==> src/rtl/sorted_timer_queue_defines.svh <==
// assertion macros shared by the timer queue rtl
`ifndef SORTED_TIMER_QUEUE_DEFINES_SVH
`define SORTED_TIMER_QUEUE_DEFINES_SVH

// same-cycle implication
`define STQ_ASSERT_IMP(label, clk, rst, ante, cons) \
   label: assert property (@(posedge clk) disable iff (rst) (ante) |-> (cons)) \
      else $error("timer queue check failed");

// next-cycle implication
`define STQ_ASSERT_NXT(label, clk, rst, ante, cons) \
   label: assert property (@(posedge clk) disable iff (rst) (ante) |=> (cons)) \
      else $error("timer queue check failed");

`endif

==> src/rtl/stq_pkg.sv <==
package stq_pkg;

   localparam int unsigned CAPACITY_DEFAULT = 16;
   localparam int unsigned MAX_RESULTS      = 16;
   localparam int unsigned POP_CNT_W        = $clog2(MAX_RESULTS);
   localparam int unsigned CMD_W            = 2;
   localparam int unsigned TAG_W            = 16;
   localparam int unsigned TIME_W           = 32;
   localparam int unsigned STATUS_W         = 3;

   typedef enum logic [CMD_W-1:0] {
      CMD_INSERT = 2'd0,
      CMD_ADJUST = 2'd1,
      CMD_DELETE = 2'd2,
      CMD_TICK   = 2'd3
   } command_type;

   typedef enum logic [STATUS_W-1:0] {
      ST_OK      = 3'd0,
      ST_FULL    = 3'd1,
      ST_DUP     = 3'd2,
      ST_MISSING = 3'd3,
      ST_NONE    = 3'd4
   } status_type;

   // what every cell of the chain does in a cycle
   typedef enum logic [1:0] {
      OP_HOLD   = 2'd0,
      OP_REMOVE = 2'd1,
      OP_PLACE  = 2'd2
   } cell_op_type;

   typedef struct packed {
      logic              valid;
      logic [TAG_W-1:0]  tag;
      logic [TIME_W-1:0] expiry;
   } entry_type;

   // broadcast from the sequencer to all cells
   typedef struct packed {
      cell_op_type       op;
      logic [TAG_W-1:0]  tag;
      logic [TIME_W-1:0] expiry;
   } cell_ctl_type;

endpackage

==> src/rtl/stq_req_if.sv <==
interface stq_req_if;
   logic                             valid;
   logic                             ready;
   logic [stq_pkg::CMD_W-1:0]        command;
   logic [stq_pkg::TAG_W-1:0]        timer_tag;
   logic [stq_pkg::TIME_W-1:0]       expire_time;
   logic [stq_pkg::TIME_W-1:0]       current_time;

   modport source (output valid, command, timer_tag, expire_time, current_time,
                   input ready);
   modport sink   (input valid, command, timer_tag, expire_time, current_time,
                   output ready);
endinterface

==> src/rtl/stq_rsp_if.sv <==
interface stq_rsp_if;
   logic                             valid;
   logic                             ready;
   logic [stq_pkg::STATUS_W-1:0]     status;
   logic [stq_pkg::TAG_W-1:0]        expired_tag;
   logic                             expired_valid;
   logic                             last;

   modport source (output valid, status, expired_tag, expired_valid, last,
                   input ready);
   modport sink   (input valid, status, expired_tag, expired_valid, last,
                   output ready);
endinterface

==> src/rtl/stq_cell.sv <==
module stq_cell (
   input  logic                  clock,
   input  logic                  reset,
   input  stq_pkg::cell_ctl_type ctl,
   input  stq_pkg::entry_type    left_entry,
   input  logic                  left_ins,
   input  stq_pkg::entry_type    right_entry,
   input  logic                  seen_in,
   output stq_pkg::entry_type    entry,
   output logic                  ins_out,
   output logic                  seen_out,
   output logic                  match
);

   stq_pkg::entry_type entry_ff;
   stq_pkg::entry_type entry_in;
   stq_pkg::entry_type fresh;

   // tag lookup and removal point travel left to right
   assign match    = entry_ff.valid && (entry_ff.tag == ctl.tag);
   assign seen_out = seen_in || match;

   // new timer belongs here or earlier: empty slot or strictly later expiry
   assign ins_out = !entry_ff.valid || (entry_ff.expiry > ctl.expiry);

   assign fresh = '{valid: 1'b1, tag: ctl.tag, expiry: ctl.expiry};

   // shift left on removal, shift right or take the new timer on placement
   always_comb begin
      entry_in = entry_ff;
      case (ctl.op)
         stq_pkg::OP_REMOVE: begin
            if (seen_out) begin
               entry_in = right_entry;
            end
         end
         stq_pkg::OP_PLACE: begin
            if (ins_out) begin
               entry_in = left_ins ? left_entry : fresh;
            end
         end
         default: begin
            entry_in = entry_ff;
         end
      endcase
   end

   always_ff @(posedge clock) begin
      if (reset) begin
         entry_ff.valid <= 1'b0;
      end else begin
         entry_ff <= entry_in;
      end
   end

   assign entry = entry_ff;

endmodule

==> src/rtl/sorted_timer_queue.sv <==
// channel   modport   beat carries
// req_bus   sink      command, timer_tag, expire_time, current_time
// rsp_bus   source    status, expired_tag, expired_valid, last
//
// insert and delete take one pass through the cell chain, adjust a remove
// pass then a place pass, tick one remove pass per popped timer (up to 16)
// or a single status beat when nothing is due. each pass is one shift of the chain.
// reset clears the sequencer, the response valid and every cell's valid bit.
// a stalled response holds the sequencer; a new request is taken once the
// final response of the previous one sits in the output register.
`include "sorted_timer_queue_defines.svh"

module sorted_timer_queue #(
   parameter int unsigned CAPACITY = stq_pkg::CAPACITY_DEFAULT
) (
   input  logic       clock,
   input  logic       reset,
   stq_req_if.sink    req_bus,
   stq_rsp_if.source  rsp_bus
);

   typedef enum logic [3:0] {
      S_IDLE  = 4'b0001,
      S_LOOK  = 4'b0010,
      S_PLACE = 4'b0100,
      S_POP   = 4'b1000
   } state_type;

   state_type                          state_ff, state_in;
   stq_pkg::command_type               cmd_ff;
   logic [stq_pkg::TAG_W-1:0]          tag_ff;
   logic [stq_pkg::TIME_W-1:0]         exp_ff;
   logic [stq_pkg::TIME_W-1:0]         now_ff;
   logic [stq_pkg::POP_CNT_W-1:0]      pop_cnt_ff, pop_cnt_in;

   logic                               rsp_valid_ff;
   stq_pkg::status_type                rsp_status_ff;
   logic [stq_pkg::TAG_W-1:0]          rsp_tag_ff;
   logic                               rsp_exp_valid_ff;
   logic                               rsp_last_ff;

   logic                               emit;
   stq_pkg::status_type                emit_status;
   logic [stq_pkg::TAG_W-1:0]          emit_tag;
   logic                               emit_exp_valid;
   logic                               emit_last;

   stq_pkg::cell_ctl_type              ctl;
   logic                               seen_first;
   stq_pkg::entry_type                 entries [CAPACITY];
   logic [CAPACITY-1:0]                valid_vec;
   logic [CAPACITY-1:0]                match_vec;
   logic [CAPACITY-1:0]                ins_vec;
   logic [CAPACITY:0]                  seen_vec;

   logic                               req_fire;
   logic                               out_free;
   logic                               any_match;
   logic                               full;
   logic                               head_due;
   logic                               next_due;
   logic                               pop_fire;
   logic                               pop_last;

   assign seen_vec[0] = seen_first;

   // the chain of cells
   for (genvar i = 0; i < CAPACITY; i++) begin : g_cell
      stq_pkg::entry_type left_e;
      stq_pkg::entry_type right_e;
      logic               left_i;

      if (i == 0) begin : g_first
         assign left_e = '0;
         assign left_i = 1'b0;
      end else begin : g_inner
         assign left_e = entries[i-1];
         assign left_i = ins_vec[i-1];
      end

      if (i == CAPACITY-1) begin : g_last
         assign right_e = '0;
      end else begin : g_body
         assign right_e = entries[i+1];
      end

      stq_cell u_cell (
         .clock       (clock),
         .reset       (reset),
         .ctl         (ctl),
         .left_entry  (left_e),
         .left_ins    (left_i),
         .right_entry (right_e),
         .seen_in     (seen_vec[i]),
         .entry       (entries[i]),
         .ins_out     (ins_vec[i]),
         .seen_out    (seen_vec[i+1]),
         .match       (match_vec[i])
      );

      assign valid_vec[i] = entries[i].valid;
   end

   // status seen from the chain
   assign any_match = |match_vec;
   assign full      = valid_vec[CAPACITY-1];
   assign head_due  = valid_vec[0] && (entries[0].expiry <= now_ff);
   assign next_due  = valid_vec[1] && (entries[1].expiry <= now_ff);
   assign pop_last  = (pop_cnt_ff == stq_pkg::POP_CNT_W'(stq_pkg::MAX_RESULTS - 1))
                      || !next_due;

   assign out_free = !rsp_valid_ff || rsp_bus.ready;
   assign req_bus.ready = (state_ff == S_IDLE);
   assign req_fire = req_bus.valid && req_bus.ready;
   assign pop_fire = (state_ff == S_POP) && out_free && head_due;

   // sequencer
   always_comb begin
      state_in       = state_ff;
      pop_cnt_in     = pop_cnt_ff;
      ctl.op         = stq_pkg::OP_HOLD;
      ctl.tag        = tag_ff;
      ctl.expiry     = exp_ff;
      seen_first     = 1'b0;
      emit           = 1'b0;
      emit_status    = stq_pkg::ST_OK;
      emit_tag       = '0;
      emit_exp_valid = 1'b0;
      emit_last      = 1'b1;
      case (state_ff)
         S_IDLE: begin
            if (req_fire) begin
               pop_cnt_in = '0;
               state_in   = (stq_pkg::command_type'(req_bus.command) == stq_pkg::CMD_TICK)
                            ? S_POP : S_LOOK;
            end
         end
         S_LOOK: begin
            if (out_free) begin
               state_in = S_IDLE;
               case (cmd_ff)
                  stq_pkg::CMD_INSERT: begin
                     emit = 1'b1;
                     if (any_match) begin
                        emit_status = stq_pkg::ST_DUP;
                     end else if (full) begin
                        emit_status = stq_pkg::ST_FULL;
                     end else begin
                        ctl.op = stq_pkg::OP_PLACE;
                     end
                  end
                  stq_pkg::CMD_ADJUST: begin
                     if (any_match) begin
                        ctl.op   = stq_pkg::OP_REMOVE;
                        state_in = S_PLACE;
                     end else begin
                        emit        = 1'b1;
                        emit_status = stq_pkg::ST_MISSING;
                     end
                  end
                  stq_pkg::CMD_DELETE: begin
                     emit = 1'b1;
                     if (any_match) begin
                        ctl.op = stq_pkg::OP_REMOVE;
                     end else begin
                        emit_status = stq_pkg::ST_MISSING;
                     end
                  end
                  default: begin
                     state_in = S_IDLE;
                  end
               endcase
            end
         end
         S_PLACE: begin
            if (out_free) begin
               ctl.op   = stq_pkg::OP_PLACE;
               emit     = 1'b1;
               state_in = S_IDLE;
            end
         end
         S_POP: begin
            if (out_free) begin
               emit = 1'b1;
               if (head_due) begin
                  ctl.op         = stq_pkg::OP_REMOVE;
                  seen_first     = 1'b1;
                  emit_tag       = entries[0].tag;
                  emit_exp_valid = 1'b1;
                  emit_last      = pop_last;
                  pop_cnt_in     = pop_cnt_ff + 1'b1;
                  if (pop_last) begin
                     state_in = S_IDLE;
                  end
               end else begin
                  emit_status = stq_pkg::ST_NONE;
                  state_in    = S_IDLE;
               end
            end
         end
         default: begin
            state_in = S_IDLE;
         end
      endcase
   end

   // control registers
   always_ff @(posedge clock) begin
      if (reset) begin
         state_ff     <= S_IDLE;
         rsp_valid_ff <= 1'b0;
      end else begin
         state_ff <= state_in;
         if (emit) begin
            rsp_valid_ff <= 1'b1;
         end else if (rsp_bus.ready) begin
            rsp_valid_ff <= 1'b0;
         end
      end
   end

   // request capture, pop count and response payload
   always_ff @(posedge clock) begin
      pop_cnt_ff <= pop_cnt_in;
      if (req_fire) begin
         cmd_ff <= stq_pkg::command_type'(req_bus.command);
         tag_ff <= req_bus.timer_tag;
         exp_ff <= req_bus.expire_time;
         now_ff <= req_bus.current_time;
      end
      if (emit) begin
         rsp_status_ff    <= emit_status;
         rsp_tag_ff       <= emit_tag;
         rsp_exp_valid_ff <= emit_exp_valid;
         rsp_last_ff      <= emit_last;
      end
   end

   assign rsp_bus.valid         = rsp_valid_ff;
   assign rsp_bus.status        = rsp_status_ff;
   assign rsp_bus.expired_tag   = rsp_tag_ff;
   assign rsp_bus.expired_valid = rsp_exp_valid_ff;
   assign rsp_bus.last          = rsp_last_ff;

   // held timers always occupy a packed run of cells from the head
   `STQ_ASSERT_IMP(a_packed_run, clock, reset, 1'b1, (valid_vec & (valid_vec + CAPACITY'(1))) == '0)
   // tags are unique, so a lookup hits at most one cell
   `STQ_ASSERT_IMP(a_unique_hit, clock, reset, 1'b1, $onehot0(match_vec))
   // adjust removed its timer first, so the place pass always has room
   `STQ_ASSERT_IMP(a_room_to_place, clock, reset, state_ff == S_PLACE, !full)
   // a pop frees the last cell
   `STQ_ASSERT_NXT(a_pop_frees_top, clock, reset, pop_fire, !valid_vec[CAPACITY-1])

endmodule

==> src/flat_wrapper.sv <==
// flat-port wrapper written by rule: the top's interface ports become plain ports
module sorted_timer_queue_flat 
#(
   parameter int unsigned CAPACITY = stq_pkg::CAPACITY_DEFAULT
)
  (clock, reset, req_bus_valid, req_bus_command, req_bus_timer_tag, req_bus_expire_time, req_bus_current_time, req_bus_ready, rsp_bus_valid, rsp_bus_status, rsp_bus_expired_tag, rsp_bus_expired_valid, rsp_bus_last, rsp_bus_ready);
  stq_req_if req_bus_i ();
  stq_rsp_if rsp_bus_i ();
  input  logic clock;
  input  logic reset;
  input wire logic [$bits(req_bus_i.valid)-1:0] req_bus_valid;
  input wire logic [$bits(req_bus_i.command)-1:0] req_bus_command;
  input wire logic [$bits(req_bus_i.timer_tag)-1:0] req_bus_timer_tag;
  input wire logic [$bits(req_bus_i.expire_time)-1:0] req_bus_expire_time;
  input wire logic [$bits(req_bus_i.current_time)-1:0] req_bus_current_time;
  output wire logic [$bits(req_bus_i.ready)-1:0] req_bus_ready;
  output wire logic [$bits(rsp_bus_i.valid)-1:0] rsp_bus_valid;
  output wire logic [$bits(rsp_bus_i.status)-1:0] rsp_bus_status;
  output wire logic [$bits(rsp_bus_i.expired_tag)-1:0] rsp_bus_expired_tag;
  output wire logic [$bits(rsp_bus_i.expired_valid)-1:0] rsp_bus_expired_valid;
  output wire logic [$bits(rsp_bus_i.last)-1:0] rsp_bus_last;
  input wire logic [$bits(rsp_bus_i.ready)-1:0] rsp_bus_ready;
  assign req_bus_i.valid = req_bus_valid;
  assign req_bus_i.command = req_bus_command;
  assign req_bus_i.timer_tag = req_bus_timer_tag;
  assign req_bus_i.expire_time = req_bus_expire_time;
  assign req_bus_i.current_time = req_bus_current_time;
  assign req_bus_ready = req_bus_i.ready;
  assign rsp_bus_valid = rsp_bus_i.valid;
  assign rsp_bus_status = rsp_bus_i.status;
  assign rsp_bus_expired_tag = rsp_bus_i.expired_tag;
  assign rsp_bus_expired_valid = rsp_bus_i.expired_valid;
  assign rsp_bus_last = rsp_bus_i.last;
  assign rsp_bus_i.ready = rsp_bus_ready;
  sorted_timer_queue #(.CAPACITY(CAPACITY)) u_core (.clock(clock), .reset(reset), .req_bus(req_bus_i), .rsp_bus(rsp_bus_i));
endmodule
==> config.mk <==
export PLATFORM = sky130hd
export DESIGN_NAME = sorted_timer_queue_flat
export DESIGN_NICKNAME = d
export VERILOG_FILES = /design/src/rtl/stq_pkg.sv /design/src/rtl/stq_req_if.sv /design/src/rtl/stq_rsp_if.sv /design/src/rtl/stq_cell.sv /design/src/rtl/sorted_timer_queue.sv /design/src/flat_wrapper.sv
export VERILOG_INCLUDE_DIRS = /design/src /design/src/rtl
export SDC_FILE = /design/constraint.sdc
export NUM_CORES = 2
export LEC_CHECK = 0
export ABC_AREA = 0
export BUFFER_PORTS_ARGS = -buffer_cell sky130_fd_sc_hd__buf_4
export CORE_MARGIN = 10
export CORE_UTILIZATION = 26
export CTS_BUF_LIST = sky130_fd_sc_hd__clkbuf_8
export CTS_CLUSTER_DIAMETER = 50
export DETAILED_ROUTE_END_ITERATION = 8
export PLACE_DENSITY = 0.39
export SYNTH_ARGS = -nofsm -noshare
export SYNTH_HDL_FRONTEND = slang
export SYNTH_SLANG_ARGS = --single-unit
export TNS_END_PERCENT = 50
==> constraint.sdc <==
create_clock -name clock -period 7.1 [get_ports clock]
set_input_delay 1.42 -clock clock [delete_from_list [all_inputs] [get_ports clock]]
set_output_delay 1.42 -clock clock [all_outputs]
set_load 0.02 [all_outputs]
==> impl_metrics.csv <==
group,metric,value,unit
cts,clk_pin_slew_worst_paths,0.06,ns
cts,worstSkewPairLatency,0.96,ns
cells_and_area,final_nets,6381,
cells_and_area,utilization,0.301,
power,p_leak,0.0285,uW
die,dieArea,249000,um^2
worst_setup_path,worst_setup_path_start_kind,"flip-flop",
power,power.share.clock,0.422,
worst_setup_path,worstPathRequired,7.73,ns
synthesis,yosysTopAreaCell,"edfxtp_1",
cells_and_area,fin_cells,8881,
synthesis,netlist_area,59600,um^2
placement,numPortBuffers,108,
synthesis,synth_edf_count,875,
sta,rsz0062_at_grt,"no",
power,p_seq_frac,0.436,
power,internal_power,9820,uW
drt,drc,0,
synthesis,yosysWarnings,0,
drt,detail_route.vias_per_cell,4.96,
drt,drtAntennaViolNets,0,
power,p_switching,4030,uW
drt,wl_per_cell,23.7,um
cts,cts_tree,"yes",
sta,tightestPinTransition,1.29,ns
drt,drt_iter0_markers,2703,
sta,post-route-period-util,0.888,
worst_setup_path,cp_slowest_stage_delay,1.09,ns
worst_setup_path,critPathKind,"reg -> reg",
worst_setup_path,cp_common_cell,"buf_4",
hold_path,min_to,"u_core.g_cell[5].u_cell.entry[48]",
sta,clock_skew,0.0486,ns
sta,finalHoldViolCount,0,
worst_setup_path,slowest_stage,"edfxtp_1",
synthesis,synthFlopType,"edfxtp_1",
global_routing,antenna_found_initial,9,
global_routing,grt_max_degree,162,
power,netSwitchingFraction,0.291,
cts,cts_hold_buf,0,
worst_setup_path,endpoint_kind,"flip-flop",
run_status,status,"finished clean",
global_routing,first_global_vias,45148,
drt,wirelength,210,mm
die,placementRows,175,
synthesis,ys_ff_latch,896,
sta,relSlewSlack,0.137,
worst_setup_path,r2r-end,"u_core.g_cell[14].u_cell.entry[14]",
worst_setup_path,crit_start,"u_core.tag_ff[5]",
cells_and_area,area_growth,14.8,%
die,die_width,499,um
cts,post-cts-setup-buffers,0,
run,cap_violations,0,
worst_setup_path,worstPathCellList,"buf_4 -> xor2_1 -> nor3_1 -> a22oi_1 -> nand4_1 -> nor4_2 -> buf_4 -> nand2_1 -> o32ai_1 -> ha_4 -> inv_2 -> buf_4 -> a311oi_1 -> nor3_2 -> buf_12",
synthesis,postSynthCellCount,5615,
die,io_pins,109,
sta,fmax,0.159,GHz
cts,root_buffer,"clkbuf_8",
worst_setup_path,r2r_slack,0.79,ns
hold_path,holdPathStages,2,
worst_setup_path,regToRegStartpoint,"u_core.tag_ff[5]",
die,core-area,228000,um^2
cells_and_area,final_cell_mix,"875 x edfxtp_1, 798 x a21oi_1, 793 x nor2_1, 678 x mux2i_1, 582 x ha_1",
drt,drt_first_pass_iters,7,
synthesis,synth_nets,6284,
synthesis,async_flop_share,0,
placement,gp_congestion,0.848,
cts,clockBufferDepth,3,
hold_path,hp-class,"reg -> reg",
placement,place_ws,0.734,ns
power,combPwrFrac,0.142,
cts,cts_buffers,197,
sta,layout_min_cycle_time,6.31,ns
cts,htreeDepth,4,
drt,vias,44055,
power,power_density,202,nW/um^2
placement,dp_cells,8522,
sta,slew_viol_final,0,
die,start_util,0.262,
global_routing,grt_use_total,0.162,
cells_and_area,drive_gt1_frac,0.109,
placement,dp_hpwl,158,mm
synthesis,yosys.area.top_type_share,0.441,
power,peakVddDrop,0.190,mV
cts,cts_sinks,896,
sta,setup_viol,0,
die,die-height,499,um
synthesis,synthTopCellsByArea,"edfxtp_1 44%, ha_1 12%, mux2i_1 11%",
cells_and_area,final_common_cell,"edfxtp_1",
global_routing,gr-total-overflow,0,
cts,post_cts_resized,0,
worst_setup_path,arrival,6.94,ns
worst_setup_path,r2r_cells,15,
hold_path,hold_start,"u_core.g_cell[5].u_cell.entry[48]",
global_routing,grt_pass1_wl,310,mm
worst_setup_path,path_max_fanout,52,
synthesis,ys_types,79,
sta,timing.hold.ws,0.489,ns
synthesis,ys_seq_area_frac,0.448,
synthesis,syn_area_per_cell,10.6,um^2
sta,setup_tns,0,ns
sta,finalWorstSetupSlack,0.792,ns
-- synthesized netlist by cell type, drive strengths merged (36+ instances only) --
| cell | instances |
|---|---|
| nor2 | 797 |
| o221a | 48 |
| a211oi | 36 |
| mux2i | 678 |
| edfxtp | 875 |
| nand3 | 70 |
| o21ai | 99 |
| a21o | 101 |
| a21oi | 803 |
| nand2 | 93 |
| xor2 | 59 |
| nor3 | 61 |
| buf | 119 |
| clkbuf | 269 |
| mux2 | 47 |
| ha | 583 |
| xnor2 | 200 |
| nand4 | 158 |
| inv | 126 |
-- how the worst max path moves through the flow --
| stage | endpoint | slack [ns] | cells after the start |
|---|---|---|---|
| after global placement | u_core.g_cell[5].u_cell.entry[11] | 0.78 | 16 |
| after floorplan | u_core.g_cell[0].u_cell.entry[0] | -0.60 | 14 |
| after CTS | u_core.g_cell[14].u_cell.entry[14] | 0.72 | 15 |
| after global routing | u_core.g_cell[14].u_cell.entry[14] | 0.47 | 15 |
| after detailed placement | u_core.g_cell[14].u_cell.entry[9] | 0.73 | 15 |
| final | u_core.g_cell[14].u_cell.entry[14] | 0.79 | 15 |
-- power groups by stage --
stage          clock (uW)  sequential [uW]  combinational [uW]
2_1_floorplan           0             6040                1270
5_1_grt              6310             6040                2190
3_5_place_dp            0             6140                1980
4_1_cts              6100             6040                1980
6_report             5850             6030                1970
3_3_place_gp            0             6140                1950
-- layer usage --
layer	global-route usage	part of all wire	vias up
met2	0.250	0.43	851
met4	0.0520	0.029	2
li1	-	-	21409
met5	0	0.000033	-
met3	0.0222	0.035	298
met1	0.234	0.50	21495
-- cells by family after synthesis --
logic type / after synthesis / share of synthesized area
XOR/XNOR: 259 / 0.0380
multiplexers: 725 / 0.123
AND/OR/NAND/NOR: 1341 / 0.102
AO/OA/AOI/OAI: 1296 / 0.131
buffers and inverters: 515 / 0.0362
flip-flops: 896 / 0.448
adder cells (fa/ha/maj): 583 / 0.122
-- layout make-up --
| type | count | area, um^2 |
|---|---|---|
| diodes | 7 | 17.5 |
| multi-input cells | 4204 | 31200 |
| inverters | 127 | 477 |
| repair buffers | 286 | 2480 |
| fillers | 23574 | 159000 |
| flip-flops and latches | 896 | 26700 |
| clock buffers | 211 | 2900 |
| clock inverters | 141 | 972 |
| well taps | 3009 | 3760 |
-- flip-flops by register name (all words and copies together) (netlist names) --
name and count:
u_core.tag_ff 16, u_core.rsp_bus.valid 1, u_core.state_ff 4, u_core.pop_cnt_ff 4, u_core.rsp_bus.status 3, u_core.rsp_bus.last 1
u_core.rsp_bus.expired_valid 1, u_core.exp_ff 32, u_core.now_ff 32, u_core.cmd_ff 2, u_core.rsp_bus.expired_tag 16, u_core.g_cell.u_cell.entry 784
-- worst max-delay path, delay by kind of cell (launching register included) --
kind | cells | cell delay [ns]
buf+inv | 5 | 1.45
fa+ha+maj | 1 | 0.47
xor+xnor | 1 | 0.20
compound gates | 3 | 1.39
flops | 1 | 1.09
simple gates | 5 | 1.26
-- through the flow --
stage | area, um^2 | total power (uW)
after floorplan | 59700 | 7300
after global placement | 64600 | 8090
after detailed placement | 64600 | 8120
after CTS | 68500 | 14100
after global routing | 68500 | 14500
final | 68500 | 13800
Power figures use the tool's default switching activity.
